File: src/rtl/core/compass_heading_from_xy_defines.svh
// Assertion macros for the compass heading block.
// Needs signals clk and rst in the scope where a macro is used.
`ifndef COMPASS_HEADING_FROM_XY_DEFINES_SVH
`define COMPASS_HEADING_FROM_XY_DEFINES_SVH
`ifndef NO_ASSERTIONS
// same-cycle implication
`define CHP_ASSERT_IMP(lbl, ante, cons) \
  lbl: assert property (@(posedge clk) disable iff (rst) (ante) |-> (cons)) \
    else $error("assertion failed");
// next-cycle implication
`define CHP_ASSERT_NXT(lbl, ante, cons) \
  lbl: assert property (@(posedge clk) disable iff (rst) (ante) |=> (cons)) \
    else $error("assertion failed");
`else
`define CHP_ASSERT_IMP(lbl, ante, cons)
`define CHP_ASSERT_NXT(lbl, ante, cons)
`endif
`endif

File: src/rtl/core/chp_pkg.sv
// Package for the compass heading block: widths, the vector type carried
// between cells, heading offsets and the arctangent table. No dependencies.
package chp_pkg;

  localparam int CORDIC_STAGES = 16;
  localparam int TAB_LEN       = 24;
  localparam int N_CELLS       = (CORDIC_STAGES > TAB_LEN) ? TAB_LEN : CORDIC_STAGES;
  localparam int IDX_W         = 5;
  localparam int ANG_FRAC      = 24;
  localparam int VW            = 44;  // vector words: 19 integer bits, 24 fraction, sign
  localparam int ZW            = 32;  // angle accumulator, degrees with 24 fraction bits
  localparam int BW            = 9;   // base angle offset by 180, 0..360
  localparam int HW            = 36;  // base plus angle

  localparam logic [BW-1:0] OFF_ZERO     = 9'd180;
  localparam logic [BW-1:0] OFF_POS_HALF = 9'd360;
  localparam logic [BW-1:0] OFF_NEG_HALF = 9'd0;
  localparam logic [BW-1:0] OFF_UP       = 9'd270;
  localparam logic [BW-1:0] OFF_DOWN     = 9'd90;
  localparam logic [8:0]    HEAD_MAX     = 9'd360;

  typedef struct packed {
    logic signed [VW-1:0] x;
    logic signed [VW-1:0] y;
    logic signed [ZW-1:0] z;
    logic        [BW-1:0] base;
  } vec_t;

  // round(atan(2^-i) * 180/pi * 2^24)
  function automatic logic signed [ZW-1:0] atan_deg(input logic [IDX_W-1:0] i);
    logic signed [ZW-1:0] a;
    case (i)
      5'd0:    a = 32'sd754974720;
      5'd1:    a = 32'sd445687602;
      5'd2:    a = 32'sd235489088;
      5'd3:    a = 32'sd119537938;
      5'd4:    a = 32'sd60000934;
      5'd5:    a = 32'sd30029717;
      5'd6:    a = 32'sd15018523;
      5'd7:    a = 32'sd7509720;
      5'd8:    a = 32'sd3754917;
      5'd9:    a = 32'sd1877466;
      5'd10:   a = 32'sd938734;
      5'd11:   a = 32'sd469367;
      5'd12:   a = 32'sd234684;
      5'd13:   a = 32'sd117342;
      5'd14:   a = 32'sd58671;
      5'd15:   a = 32'sd29335;
      5'd16:   a = 32'sd14668;
      5'd17:   a = 32'sd7334;
      5'd18:   a = 32'sd3667;
      5'd19:   a = 32'sd1833;
      5'd20:   a = 32'sd917;
      5'd21:   a = 32'sd458;
      5'd22:   a = 32'sd229;
      5'd23:   a = 32'sd115;
      default: a = '0;
    endcase
    return a;
  endfunction

endpackage

File: src/rtl/core/chp_out_cell.sv
// Exit cell: adds base and angle, floors to whole degrees, clamps to 0..360.
// Depends on chp_pkg.
module chp_out_cell (
  input  logic           clk,
  input  logic           rst,
  input  logic           up_valid,
  output logic           up_ready,
  input  chp_pkg::vec_t  up_data,
  output logic           out_valid,
  input  logic           out_ready,
  output logic [8:0]     heading_deg
);

  logic signed [chp_pkg::HW-1:0]           hf;
  logic [chp_pkg::HW-chp_pkg::ANG_FRAC-1:0] hi;
  logic [8:0]                              head;

  always_comb begin
    hf = $signed({{(chp_pkg::HW-chp_pkg::BW-chp_pkg::ANG_FRAC){1'b0}}, up_data.base,
                  {chp_pkg::ANG_FRAC{1'b0}}})
       + $signed({{(chp_pkg::HW-chp_pkg::ZW){up_data.z[chp_pkg::ZW-1]}}, up_data.z});
    hi = hf[chp_pkg::HW-1:chp_pkg::ANG_FRAC];
    if (hf[chp_pkg::HW-1]) begin
      head = '0;
    end else if (hi > {{(chp_pkg::HW-chp_pkg::ANG_FRAC-9){1'b0}}, chp_pkg::HEAD_MAX}) begin
      head = chp_pkg::HEAD_MAX;
    end else begin
      head = hi[8:0];
    end
  end

  assign up_ready = !out_valid || out_ready;

  always_ff @(posedge clk) begin
    if (rst) begin
      out_valid <= 1'b0;
    end else if (up_ready) begin
      out_valid <= up_valid;
    end
  end

  always_ff @(posedge clk) begin
    if (up_valid && up_ready) begin
      heading_deg <= head;
    end
  end

endmodule
File: config.mk
export PLATFORM = sky130hd
export DESIGN_NAME = chp_out_cell
export DESIGN_NICKNAME = d
export VERILOG_FILES = /design/src/rtl/core/compass_heading_from_xy_defines.svh /design/src/rtl/core/chp_pkg.sv /design/src/rtl/core/chp_out_cell.sv
export SDC_FILE = /design/constraint.sdc
export NUM_CORES = 1
export LEC_CHECK = 0
export BUFFER_PORTS_ARGS = -buffer_cell sky130_fd_sc_hd__buf_4
export CORE_MARGIN = 2
export CORE_UTILIZATION = 27
export CTS_CLUSTER_SIZE = 12
export DETAILED_ROUTE_END_ITERATION = 12
export GPL_ROUTABILITY_DRIVEN = 0
export PLACE_DENSITY = 0.78
export SYNTH_ARGS = -nofsm -noshare
export SYNTH_HDL_FRONTEND = slang
export SYNTH_SLANG_ARGS = --single-unit
File: constraint.sdc
create_clock -name clk -period 2.2 [get_ports clk]
set_input_delay 0 -clock clk [delete_from_list [all_inputs] [get_ports clk]]
set_output_delay 0 -clock clk [all_outputs]
set_load 0.03 [all_outputs]
==> run summary <==
Share of cells above drive strength 1 = 37.8%
Initial DRC count = 24
CTS Root Buffer Type = clkbuf_4
Antenna Cells = 0
WL/cell = 10.1 um
Worst path required time = 2.21 ns
Min cycle time layout = 2.03 ns
Setup TNS = 0 ns
Die X = 63.9 um
Clock transition at path regs = 0.06 ns
DRT Pass-1 Iters = 4
Die height = 63.9 um
Synth Area in Simple Gates = 18.7%
PostCTS Resize Cnt = 0
Synthesis-to-finish area growth = 39.5%
Final Net Count = 288
Hold Crit Class = in2reg
Finished Core Util = 39.9%
Clk Latency, worst-skew pair = 0.26 ns
Max Buffers Root-to-Sink = 2
Mapped Avg Cell Area = 9.60 sq um
Setup CP Type = in2reg
CP startpoint kind = input pin
IO Port Bufs = 31
Syn nets = 245
H-Tree Depth = 1
Synth warnings = 0
Hold Crit Depth = 3
Critical Path Sink Type = flip-flop
Slew Limit Headroom = 75.3%
Seq/Total Area, Yosys = 29.9%
Max cap viols = 0
R2R cell count = 3
Core Box Area = 3390 sq um
Number of global-route vias before repair = 834
Dpl hpwl = 1.62 mm
WP data arrival = 2.05 ns
Largest family of logic cells by synthesized area = compound AO/OA/AOI/OAI gates
Clock Sinks = 10
Fin crit share = 92.4%
Final setup fails = 0
Synth Register Bits = 10
Placed insts = 183
Final Slew Violations = 0
Mux contribution to synthesized area = 0%
Crit Path Max Fanout = 4
Initial Util = 28.6%
RSZ-0062 raised after global routing = false
Mapped Cells = 101
XOR/XNOR Fraction of Synth Area = 5.29%
Power Total = 0.735 mW
First-pass GRT wire length = 3.37 mm
Vias/cell = 4.66
Fmax = 492 MHz
Pin count of the biggest net entering global routing = 10
Num rows = 21
Total Wirelength = 1.91 mm
PD cells = 543 nW/um^2
Total global routing overflow = 0
Mapped Area = 970 sq um
Status = finished, final reports clean
Die area = 4090 sq um
Initial antenna violation count = 0
Final Hold Vio Count = 0
Setup Fix Bufs, Post-CTS = 0
Worst Clk Skew = 0.00405 ns
ANT nets after route = 0
I/O pin total = 144
Peak VDD IR = 0.000137 V
Non-filler instance count after layout = 189
CTS tree = done
Pleak = 0.622 nW
Synth Area in Adders = 15.0%
DR vias = 880
Worst-Margin Slew = 0.371 ns
Worst Hold Slack = 0.176 ns
Synth unique cells = 43
Total Routing Usage GR = 10.2%
Total CTS buffers = 3
DRC = 0
Compound-Gate Fraction of Synth Area = 26.7%
Hold Buf Count CTS = 2
-- flip-flops by register name, indices dropped and copies added, names as in the netlist --
signal       cells
heading_deg      9
out_valid        1
-- final timing paths --
kind	start	to	slack (ns)
setup / recovery	up_data[0]	heading_deg[1]	0.17
setup reg to reg	out_valid	out_valid	1.04
hold reg to reg	out_valid	heading_deg[6]	0.92
hold / removal	up_data[33]	heading_deg[0]	0.18
-- placed cells by master (no fill, tap or decap), types with 2 or more instances in the layout --
| master | Yosys | final |
|---|---|---|
| dlygate4sd3_1 | 0 | 2 |
| a21oi_1 | 12 | 12 |
| and3_1 | 3 | 3 |
| ha_1 | 10 | 10 |
| nand2_1 | 5 | 5 |
| and2_1 | 4 | 4 |
| a21o_1 | 2 | 2 |
| edfxtp_1 | 9 | 9 |
| o22ai_1 | 2 | 2 |
| inv_1 | 3 | 3 |
| clkbuf_4 | 0 | 3 |
| nand4_1 | 2 | 2 |
| nor3_1 | 3 | 3 |
| nand3_1 | 3 | 3 |
| o21ai_0 | 3 | 3 |
| nand4b_1 | 2 | 2 |
| buf_4 | 1 | 39 |
| a211oi_1 | 2 | 2 |
| nor2_1 | 7 | 7 |
| xor2_1 | 3 | 3 |
-- cells in the mapped netlist (all sizes together) --
cell / number / area [sq um]
buf: 3 / 23.8
dfxtp: 1 / 20.0
o2111ai: 1 / 8.76
inv: 3 / 11.3
nand2b: 1 / 6.26
nand4b: 2 / 17.5
a211oi: 3 / 27.5
nor2: 7 / 26.3
xor2: 4 / 42.6
and4: 1 / 10.0
a21oi: 13 / 68.8
and2: 6 / 41.3
o211a: 1 / 10.0
nand4: 2 / 12.5
a21boi: 1 / 7.51
edfxtp: 9 / 270
a211o: 1 / 8.76
nand3: 3 / 15.0
o21a: 2 / 22.5
fa: 1 / 20.0
o22ai: 2 / 12.5
ha: 10 / 125
o21ai: 4 / 20.0
o21bai: 1 / 7.51
nand2: 5 / 18.8
and3: 3 / 18.8
o31a: 1 / 17.5
xnor2: 1 / 8.76
nor3: 3 / 15.0
o311ai: 1 / 8.76
a21o: 3 / 23.8
o221ai: 1 / 15.0
clkinvlp: 1 / 7.51
-- kinds of logic after synthesis --
group	count (synthesis)
flip-flops	10
adder cells (fa/ha/maj)	11
AO/OA/AOI/OAI	35
buffers and inverters	7
AND/OR/NAND/NOR	33
XOR/XNOR	5
-- routing by layer --
metal | GRT usage (%) | vias up | share of wire (%)
met1 | 12.1 | 384 | 45
met5 | 0 | - | 0
li1 | - | 468 | -
met3 | 1.41 | 4 | 5.6
met4 | 5.71 | 0 | 2.0
met2 | 17.6 | 24 | 48
-- metrics by stage --
step	setup WS (ns)	area (sq um)
after global placement	-0.0463	1300
after detailed placement	-0.103	1300
after CTS	0.175	1350
after floorplan	0.0976	970
after global routing	0.0708	1350
final	0.166	1350
-- power by group --
part	internal [mW]	switching, mW
Sequential	0.233	0.00412
Clock	0.100	0.0571
Combinational	0.159	0.182
Total	0.492	0.243
-- critical path, cell delays in order --
cell      delay [ns]
buf_4           0.11
ha_1            0.21
fa_1            0.41
a211oi_2        0.32
o31a_4          0.21
o22ai_1         0.08
o211a_1         0.13
a211o_1         0.29
o21a_4          0.15
and2_1          0.15
-- layout make-up --
cell class                 instances  area (sq um)
multi-input combinational         84           637
clock buffer                       4          36.3
tap                               46          57.6
sequential                        10           290
inverter                           4          18.8
fill                             348          2040
timing repair buffer              41           313
Note: power is estimated with default switching activity, not from simulation.
