File: src/rtl/core/compass_heading_from_xy_defines.svh
// Assertion macros for the compass heading block.
// Needs signals clk and rst in the scope where a macro is used.
`ifndef COMPASS_HEADING_FROM_XY_DEFINES_SVH
`define COMPASS_HEADING_FROM_XY_DEFINES_SVH
`ifndef NO_ASSERTIONS
// same-cycle implication
`define CHP_ASSERT_IMP(lbl, ante, cons) \
  lbl: assert property (@(posedge clk) disable iff (rst) (ante) |-> (cons)) \
    else $error("assertion failed");
// next-cycle implication
`define CHP_ASSERT_NXT(lbl, ante, cons) \
  lbl: assert property (@(posedge clk) disable iff (rst) (ante) |=> (cons)) \
    else $error("assertion failed");
`else
`define CHP_ASSERT_IMP(lbl, ante, cons)
`define CHP_ASSERT_NXT(lbl, ante, cons)
`endif
`endif

File: src/rtl/core/chp_pkg.sv
// Package for the compass heading block: widths, the vector type carried
// between cells, heading offsets and the arctangent table. No dependencies.
package chp_pkg;

  localparam int CORDIC_STAGES = 16;
  localparam int TAB_LEN       = 24;
  localparam int N_CELLS       = (CORDIC_STAGES > TAB_LEN) ? TAB_LEN : CORDIC_STAGES;
  localparam int IDX_W         = 5;
  localparam int ANG_FRAC      = 24;
  localparam int VW            = 44;  // vector words: 19 integer bits, 24 fraction, sign
  localparam int ZW            = 32;  // angle accumulator, degrees with 24 fraction bits
  localparam int BW            = 9;   // base angle offset by 180, 0..360
  localparam int HW            = 36;  // base plus angle

  localparam logic [BW-1:0] OFF_ZERO     = 9'd180;
  localparam logic [BW-1:0] OFF_POS_HALF = 9'd360;
  localparam logic [BW-1:0] OFF_NEG_HALF = 9'd0;
  localparam logic [BW-1:0] OFF_UP       = 9'd270;
  localparam logic [BW-1:0] OFF_DOWN     = 9'd90;
  localparam logic [8:0]    HEAD_MAX     = 9'd360;

  typedef struct packed {
    logic signed [VW-1:0] x;
    logic signed [VW-1:0] y;
    logic signed [ZW-1:0] z;
    logic        [BW-1:0] base;
  } vec_t;

  // round(atan(2^-i) * 180/pi * 2^24)
  function automatic logic signed [ZW-1:0] atan_deg(input logic [IDX_W-1:0] i);
    logic signed [ZW-1:0] a;
    case (i)
      5'd0:    a = 32'sd754974720;
      5'd1:    a = 32'sd445687602;
      5'd2:    a = 32'sd235489088;
      5'd3:    a = 32'sd119537938;
      5'd4:    a = 32'sd60000934;
      5'd5:    a = 32'sd30029717;
      5'd6:    a = 32'sd15018523;
      5'd7:    a = 32'sd7509720;
      5'd8:    a = 32'sd3754917;
      5'd9:    a = 32'sd1877466;
      5'd10:   a = 32'sd938734;
      5'd11:   a = 32'sd469367;
      5'd12:   a = 32'sd234684;
      5'd13:   a = 32'sd117342;
      5'd14:   a = 32'sd58671;
      5'd15:   a = 32'sd29335;
      5'd16:   a = 32'sd14668;
      5'd17:   a = 32'sd7334;
      5'd18:   a = 32'sd3667;
      5'd19:   a = 32'sd1833;
      5'd20:   a = 32'sd917;
      5'd21:   a = 32'sd458;
      5'd22:   a = 32'sd229;
      5'd23:   a = 32'sd115;
      default: a = '0;
    endcase
    return a;
  endfunction

endpackage

File: src/rtl/core/chp_pre_cell.sv
// Entry cell: folds the sample into the right half-plane and scales it.
// Depends on chp_pkg.
module chp_pre_cell (
  input  logic                clk,
  input  logic                rst,
  input  logic                in_valid,
  output logic                in_ready,
  input  logic signed [15:0]  axis_x,
  input  logic signed [15:0]  axis_y,
  output logic                dn_valid,
  input  logic                dn_ready,
  output chp_pkg::vec_t       dn_data
);

  logic signed [17:0]          xs, ys, xr, yr;
  logic [chp_pkg::BW-1:0]      base;
  chp_pkg::vec_t               nxt;

  always_comb begin
    xs   = {{2{axis_x[15]}}, axis_x};
    ys   = {{2{axis_y[15]}}, axis_y};
    xr   = xs;
    yr   = ys;
    base = chp_pkg::OFF_ZERO;
    if (xs[17]) begin
      // turn by half a revolution
      base = ys[17] ? chp_pkg::OFF_NEG_HALF : chp_pkg::OFF_POS_HALF;
      xr   = -xs;
      yr   = -ys;
    end else if (xs == 18'sd0) begin
      // on the Y axis: turn by a quarter; both zero keeps 180
      if (ys == 18'sd0) begin
        base = chp_pkg::OFF_ZERO;
      end else if (!ys[17]) begin
        base = chp_pkg::OFF_UP;
        xr   = ys;
      end else begin
        base = chp_pkg::OFF_DOWN;
        xr   = -ys;
      end
      yr = '0;
    end
    nxt.x    = {{(chp_pkg::VW-18-chp_pkg::ANG_FRAC){xr[17]}}, xr, {chp_pkg::ANG_FRAC{1'b0}}};
    nxt.y    = {{(chp_pkg::VW-18-chp_pkg::ANG_FRAC){yr[17]}}, yr, {chp_pkg::ANG_FRAC{1'b0}}};
    nxt.z    = '0;
    nxt.base = base;
  end

  assign in_ready = !dn_valid || dn_ready;

  always_ff @(posedge clk) begin
    if (rst) begin
      dn_valid <= 1'b0;
    end else if (in_ready) begin
      dn_valid <= in_valid;
    end
  end

  always_ff @(posedge clk) begin
    if (in_valid && in_ready) begin
      dn_data <= nxt;
    end
  end

endmodule

File: config.mk
export PLATFORM = sky130hd
export DESIGN_NAME = chp_pre_cell
export DESIGN_NICKNAME = d
export VERILOG_FILES = /design/src/rtl/core/compass_heading_from_xy_defines.svh /design/src/rtl/core/chp_pkg.sv /design/src/rtl/core/chp_pre_cell.sv
export SDC_FILE = /design/constraint.sdc
export NUM_CORES = 1
export LEC_CHECK = 0
export ABC_AREA = 1
export BUFFER_PORTS_ARGS = -buffer_cell sky130_fd_sc_hd__buf_2
export CORE_ASPECT_RATIO = 1.2
export CORE_UTILIZATION = 45
export DETAILED_ROUTE_END_ITERATION = 8
export PLACE_DENSITY = 0.78
export REMOVE_ABC_BUFFERS = 1
export SLEW_MARGIN = 20
export SYNTH_ARGS = -nofsm -noshare
export SYNTH_HDL_FRONTEND = slang
export SYNTH_SLANG_ARGS = --single-unit
File: constraint.sdc
create_clock -name clk -period 7.9 [get_ports clk]
set_input_delay 0.79 -clock clk [delete_from_list [all_inputs] [get_ports clk]]
set_output_delay 0.79 -clock clk [all_outputs]
set_load 0.05 [all_outputs]
==> results of run 1 <==
## Yosys cell counts (5+ instances only)
library cell,instances,area share [%]
o21ai_0,22,3.2
edfxtp_1,44,38
nor2_1,29,3.1
o31ai_1,9,1.9
buf_2,5,0.72
xor2_1,10,2.5
ha_1,7,2.5
o21ai_1,6,0.87
inv_2,7,0.76
nor2_2,6,1.1
a21oi_2,5,1.3
inv_1,33,3.6
a21oi_1,8,1.2
nand3_1,26,3.7
nand2_1,90,9.7
buf_4,86,19
## through the flow
step	hold slack, ns	area (µm²)	power (µW)	cells
floorplan	0.8591	3067	481.8	407
global placement	0.5061	3623	526.6	583
detailed placement	0.5271	3623	528.3	583
CTS	0.5399	3714	672.8	591
global route	0.5784	3714	694.0	591
finish	0.5378	3714	669.5	591
## layout make-up
type | count | area, µm²
clock buffer | 5 | 68.82
clock inverter | 3 | 21.27
fill | 709 | 3646
inverter | 40 | 150.1
multi-input combinational | 322 | 1587
sequential | 45 | 1341
tap | 90 | 112.6
timing repair buffer | 86 | 432.9
## cells by family after synthesis
family	Yosys count	synth area share [%]
xor gates and xnor gates	13	3.280
buffers and inverters	136	24.62
adders and majority gates	7	2.523
DFF	45	38.64
and+or+nand+nor	169	21.99
other	1	0.1080
AOI/OAI and AO/OA	52	8.832
## how the worst max path moves through the flow
stage / endpoint / slack (ns)
floorplan: dn_data[109] / 4.46
CTS: dn_data[124] / 5.16
global placement: dn_data[118] / 4.92
detailed placement: dn_data[124] / 4.85
global route: dn_data[123] / 4.86
finish: dn_data[118] / 5.14
## worst register-to-register path, delay by kind of cell, from the launching register on
family,cells,cell delay [ns]
buffers and inverters,1,0.49
AOI/OAI and AO/OA,1,0.14
DFF,1,0.35
## registers in the layout, indices dropped and copies added (netlist names)
register,count
dn_valid,1
dn_data,44
## power by group through the flow
stage,Sequential (µW),Combinational (µW),Clock (µW)
floorplan,356,126,0
global placement,293,234,0
detailed placement,293,235,0
CTS,288,236,150
global route,289,250,155
finish,287,236,146
## per-layer routing
metal / track usage (%) / wire length [µm] / up-vias
met2: 34.65 / 3962 / 162
met5: 0 / 0 / -
li1: - / - / 1367
met4: 7.152 / 147 / 0
met3: 2.617 / 603 / 12
met1: 23.46 / 2952 / 1241
==> flow_metrics.env, run 1 <==
export IMPL_core_area_mm2=0.007360
export IMPL_start_kind="input pin"
export IMPL_worst_ep_arrival_time_ns=2.82
export IMPL_postRouteAntennaNets=0
export IMPL_max_clock_freq_ghz=0.3618
export IMPL_r2r_setup_slack_ns=6.55
export IMPL_switching_share_pct=43.10
export IMPL_cts_tree="done"
export IMPL_power_leakage_uw=0.001787
export IMPL_wl_per_cell_um=12.97
export IMPL_path_clk_slew_ns=0.09
export IMPL_drc=0
export IMPL_crit_chain="buf_2, inv_1, nand3_1, nor2_1, ha_1, inv_1, nand3_4, a21oi_1, o21ai_1, nand2_1"
export IMPL_synth_cell_types=35
export IMPL_fin_nets=543
export IMPL_fp_dieH_um=98.21
export IMPL_crit_path_frequent_cell="inv_1"
export IMPL_grt_max_degree=45
export IMPL_cts_root_buf="clkbuf_8"
export IMPL_hold_depth=2
export IMPL_ys_async_sr_fraction_pct=0
export IMPL_slowest_stage="inv_1"
export IMPL_drt_pass1_iter_count=5
export IMPL_drive_gt1_share_pct=24.55
export IMPL_pre_cts_ws_ns=4.854
export IMPL_p_int_uw=380.9
export IMPL_finalWeightedCongestion=0.8810
export IMPL_drt_initial_drc_count=138
export IMPL_avgViaCountPerCell=4.707
export IMPL_core_rowCount=34
export IMPL_syn_inst=423
export IMPL_diodes=0
export IMPL_cts_sinks=45
export IMPL_synthesis_area_mm2=0.003471
export IMPL_end_kind="register"
export IMPL_max_vdd_ir_drop_uv=104.3
export IMPL_crit_type="in2reg"
export IMPL_numCtsBuffers=5
export IMPL_p_sw_uw=288.6
export IMPL_min_from="dn_valid"
export IMPL_worstMarginPinSlew_ns=0.8247
export IMPL_syn_to_final_growth_pct=6.993
export IMPL_hp_class="reg2reg"
export IMPL_postCtsSetupBuffers=0
export IMPL_final_max_slew_viol_count=0
export IMPL_io_buffers=85
export IMPL_critPathBufInv=3
export IMPL_power_frac_seq_pct=42.9
export IMPL_grtUsageTotal_pct=19.58
export IMPL_p_comb_share_pct=35.3
export IMPL_dr_total_vias=2782
export IMPL_cts_resized=0
export IMPL_mostFrequentLayoutCells="nand2_1, buf_2, conb_1"
export IMPL_max_clock_path_buffers=2
export IMPL_die_x_um=82.17
export IMPL_synth_main_ff_cell="edfxtp_1"
export IMPL_grt_pass1_wl_um=12160
export IMPL_powerDensity_mw_per_mm2=180.3
export IMPL_io_pins=167
export IMPL_cts_htree_levels=2
export IMPL_required_ns=7.96
export IMPL_path_max_fanout=26
export IMPL_synth_yosys_seq_area_share_pct=38.64
export IMPL_hold_end="dn_valid"
export IMPL_rsz0062_at_grt="no"
export IMPL_critPathMaxStageDelay_ns=0.64
export IMPL_grt_pass1_vias=2609
export IMPL_fin_crit_ns=2.764
export IMPL_synth_edf_count=44
export IMPL_crit_cells=10
export IMPL_final_common_cell="nand2_1"
export IMPL_r2r_start="dn_valid"
export IMPL_dp_hpwl_um=6050
export IMPL_slew_headroom_pct=44.96
export IMPL_cp_top_family="buffers and inverters"
export IMPL_final_util_pct=50.46
export IMPL_clock_skew_ns=0.008681
export IMPL_grt_overflow_total=0
export IMPL_post_route_period_util_pct=34.99
export IMPL_finalWirelength_um=7665
export IMPL_clockPowerShare_pct=21.8
export IMPL_clock_latency_ns=0.30
export IMPL_initial_utilization_pct=47.16
export IMPL_finalHoldViolations=0
export IMPL_synth_seq_cells=45
export IMPL_synth_warnings=0
export IMPL_maxCapViolCount=0
export IMPL_antenna_found_initial=0
export IMPL_worstReg2RegEnd="dn_data[5]"
export IMPL_r2r_cells=2
export IMPL_die_area_mm2=0.008070
export IMPL_outcome="completed"
export IMPL_setup_violations=0
export IMPL_layout_setup_ws_ns=5.136
export IMPL_setup_tns_ns=0
export IMPL_syn_avg_cell_area_um2=8.205
export IMPL_ctsHoldBuffers=0
export IMPL_startpoint="axis_y[15]"
No activity file was read; power rests on OpenSTA's default activity.
==> run 2: changes to the inputs <==
--- a/config.mk
+++ b/config.mk
@@ -8,7 +8,7 @@
 export ABC_AREA = 1
 export BUFFER_PORTS_ARGS = -buffer_cell sky130_fd_sc_hd__buf_2
 export CORE_ASPECT_RATIO = 1.2
-export CORE_UTILIZATION = 45
+export CORE_UTILIZATION = 43
 export DETAILED_ROUTE_END_ITERATION = 8
 export PLACE_DENSITY = 0.78
 export REMOVE_ABC_BUFFERS = 1
==> constraint.sdc (replaced) <==
create_clock -name clk -period 2.3 [get_ports clk]
set_input_delay 0.23 -clock clk [delete_from_list [all_inputs] [get_ports clk]]
set_output_delay 0.23 -clock clk [all_outputs]
set_load 0.05 [all_outputs]
==> run 2 against run 1 <==
Sequential power increased to 3.4 times the previous value. Wire length is 3.9% higher. Clock skew decreased by 0.00082 ns. The flow now finishes with violations (design-rule violations). Highest routed layer unchanged. Largest power group unchanged.
==> flow_metrics.env, run 2 (synthesis results as in run 1) <==
export IMPL_outcome="finished with violations"
export IMPL_violations="design-rule violations"
export IMPL_power_leakage_uw=0.001856
export IMPL_layout_setup_ws_ns=0.2854
export IMPL_ctsHoldBuffers=0
export IMPL_cts_root_buf="clkbuf_8"
export IMPL_drc=14
export IMPL_min_from="rst"
export IMPL_max_clock_path_buffers=2
export IMPL_dp_hpwl_um=6261
export IMPL_grt_pass1_wl_um=12250
export IMPL_postRouteAntennaNets=0
export IMPL_hold_end="dn_valid"
export IMPL_met1_length_um=3092
export IMPL_hold_depth=2
export IMPL_r2r_cells=2
export IMPL_final_util_pct=49.35
export IMPL_largest_reg_flops=44
export IMPL_grt_overflow_total=0
export IMPL_worstMarginPinSlew_ns=0.5476
export IMPL_route_met2_wl_um=4107
export IMPL_rsz0062_at_grt="no"
export IMPL_instances_no_fill=604
export IMPL_slowest_stage="nand3_4"
export IMPL_start_kind="input pin"
export IMPL_cts_htree_levels=2
export IMPL_io_buffers=85
export IMPL_post_route_period_util_pct=87.59
export IMPL_cts_sinks=45
export IMPL_fin_nets=554
export IMPL_avgViaCountPerCell=4.687
export IMPL_worst_ep_arrival_time_ns=2.18
export IMPL_core_area_mm2=0.007751
export IMPL_maxCapViolCount=0
export IMPL_dr_total_vias=2831
export IMPL_initial_utilization_pct=44.78
export IMPL_drive_gt1_share_pct=25.98
export IMPL_clock_latency_ns=0.30
export IMPL_path_clk_slew_ns=0.09
export IMPL_powerDensity_mw_per_mm2=635.5
export IMPL_fin_crit_ns=2.015
export IMPL_wl_met3_um=533
export IMPL_critPathMaxStageDelay_ns=0.20
export IMPL_cts_resized=0
export IMPL_pre_cts_ws_ns=0.007687
export IMPL_drt_initial_drc_count=190
export IMPL_mostFrequentLayoutCells="nand2_1, buf_2, conb_1"
export IMPL_die_x_um=84.02
export IMPL_final_max_slew_viol_count=0
export IMPL_antenna_found_initial=0
export IMPL_clock_skew_ns=0.007861
export IMPL_fp_dieH_um=100.4
export IMPL_finalWirelength_um=7967
export IMPL_path_max_fanout=15
export IMPL_drt_pass1_iter_count=7
export IMPL_setup_violations=0
export IMPL_diodes=0
export IMPL_numCtsBuffers=5
export IMPL_end_kind="register"
export IMPL_r2r_setup_slack_ns=0.95
export IMPL_worstReg2RegEnd="dn_data[75]"
export IMPL_io_pins=167
export IMPL_hp_class="in2reg"
export IMPL_core_rowCount=35
export IMPL_grtUsageTotal_pct=19.04
export IMPL_max_vdd_ir_drop_uv=317.4
export IMPL_crit_chain="buf_2, inv_1, ha_1, nand3_1, inv_2, nand2_1, nor2_1, nand3_1, nor2_1, ha_1, inv_1, nand3_4, nand2_1, inv_1, nand2_1, nand3_1"
export IMPL_nFillCells=747
export IMPL_final_common_cell="nand2_1"
export IMPL_finalWeightedCongestion=0.8956
export IMPL_crit_type="in2reg"
export IMPL_postCtsSetupBuffers=0
export IMPL_syn_to_final_growth_pct=10.20
export IMPL_grt_max_degree=45
export IMPL_reg_top3="dn_data x44, dn_valid x1"
export IMPL_slew_headroom_pct=63.49
export IMPL_finalHoldViolations=0
export IMPL_wl_per_cell_um=13.19
export IMPL_highest_layer="met4"
export IMPL_required_ns=2.47
export IMPL_max_clock_freq_ghz=0.4964
export IMPL_cts_tree="done"
export IMPL_grt_pass1_vias=2499
export IMPL_top_register="dn_data"
export IMPL_r2r_start="dn_valid"
export IMPL_setup_tns_ns=0
export IMPL_dp_cells=596
export IMPL_die_area_mm2=0.008436
run 2: report_power, final:
part | internal [µW] | total [µW] | leakage, µW | switching (µW)
clock network | 354 | 618 | 0.0000585 | 264
registers | 971 | 987 | 0.000437 | 15.5
logic | 130 | 826 | 0.00136 | 696
total | 1460 | 2430 | 0.00186 | 976
run 2: area by class of cell:
type                       instances  area [µm²]  share of cell area, %
timing repair buffer              97       515.5                  13.48
sequential                        45        1341                  35.07
tap                               92       115.1                  3.009
clock buffer                       7       86.33                  2.257
multi-input combinational        322        1587                  41.48
clock inverter                     1       30.03                 0.7851
inverter                          40       150.1                  3.925
run 2: per-layer routing:
layer / vias up / global-route usage [%]
met5: - / 0
met1: 1285 / 22.02
met2: 144 / 34.36
li1: 1383 / -
met3: 19 / 3.125
met4: 0 / 9.019
run 2: worst max-delay path by stage:
stage              start           end  slack, ns  cells past startpoint
2_1_floorplan   dn_valid  dn_data[109]      -0.89                      1
3_3_place_gp   axis_y[0]  dn_data[123]       0.09                     16
3_5_place_dp   axis_y[0]  dn_data[123]      0.008                     16
4_1_cts        axis_y[0]  dn_data[123]       0.32                     16
5_1_grt        axis_y[0]  dn_data[110]       0.02                     14
6_report       axis_y[0]  dn_data[123]       0.29                     16
run 2: stage by stage:
stage	power [µW]	area, µm²	hold slack [ns]
floorplan	1655	3067	0.2991
global placement	1823	3709	0.3848
detailed placement	1827	3709	0.3915
CTS	2440	3825	0.07020
global route	2519	3825	0.06483
finish	2431	3825	0.07402
run 2: critical path, delay by kind of cell:
| kind | cells | cell delay, ns |
|---|---|---|
| and+or+nand+nor | 9 | 1.11 |
| buffers and inverters | 5 | 0.46 |
| adders and majority gates | 2 | 0.36 |
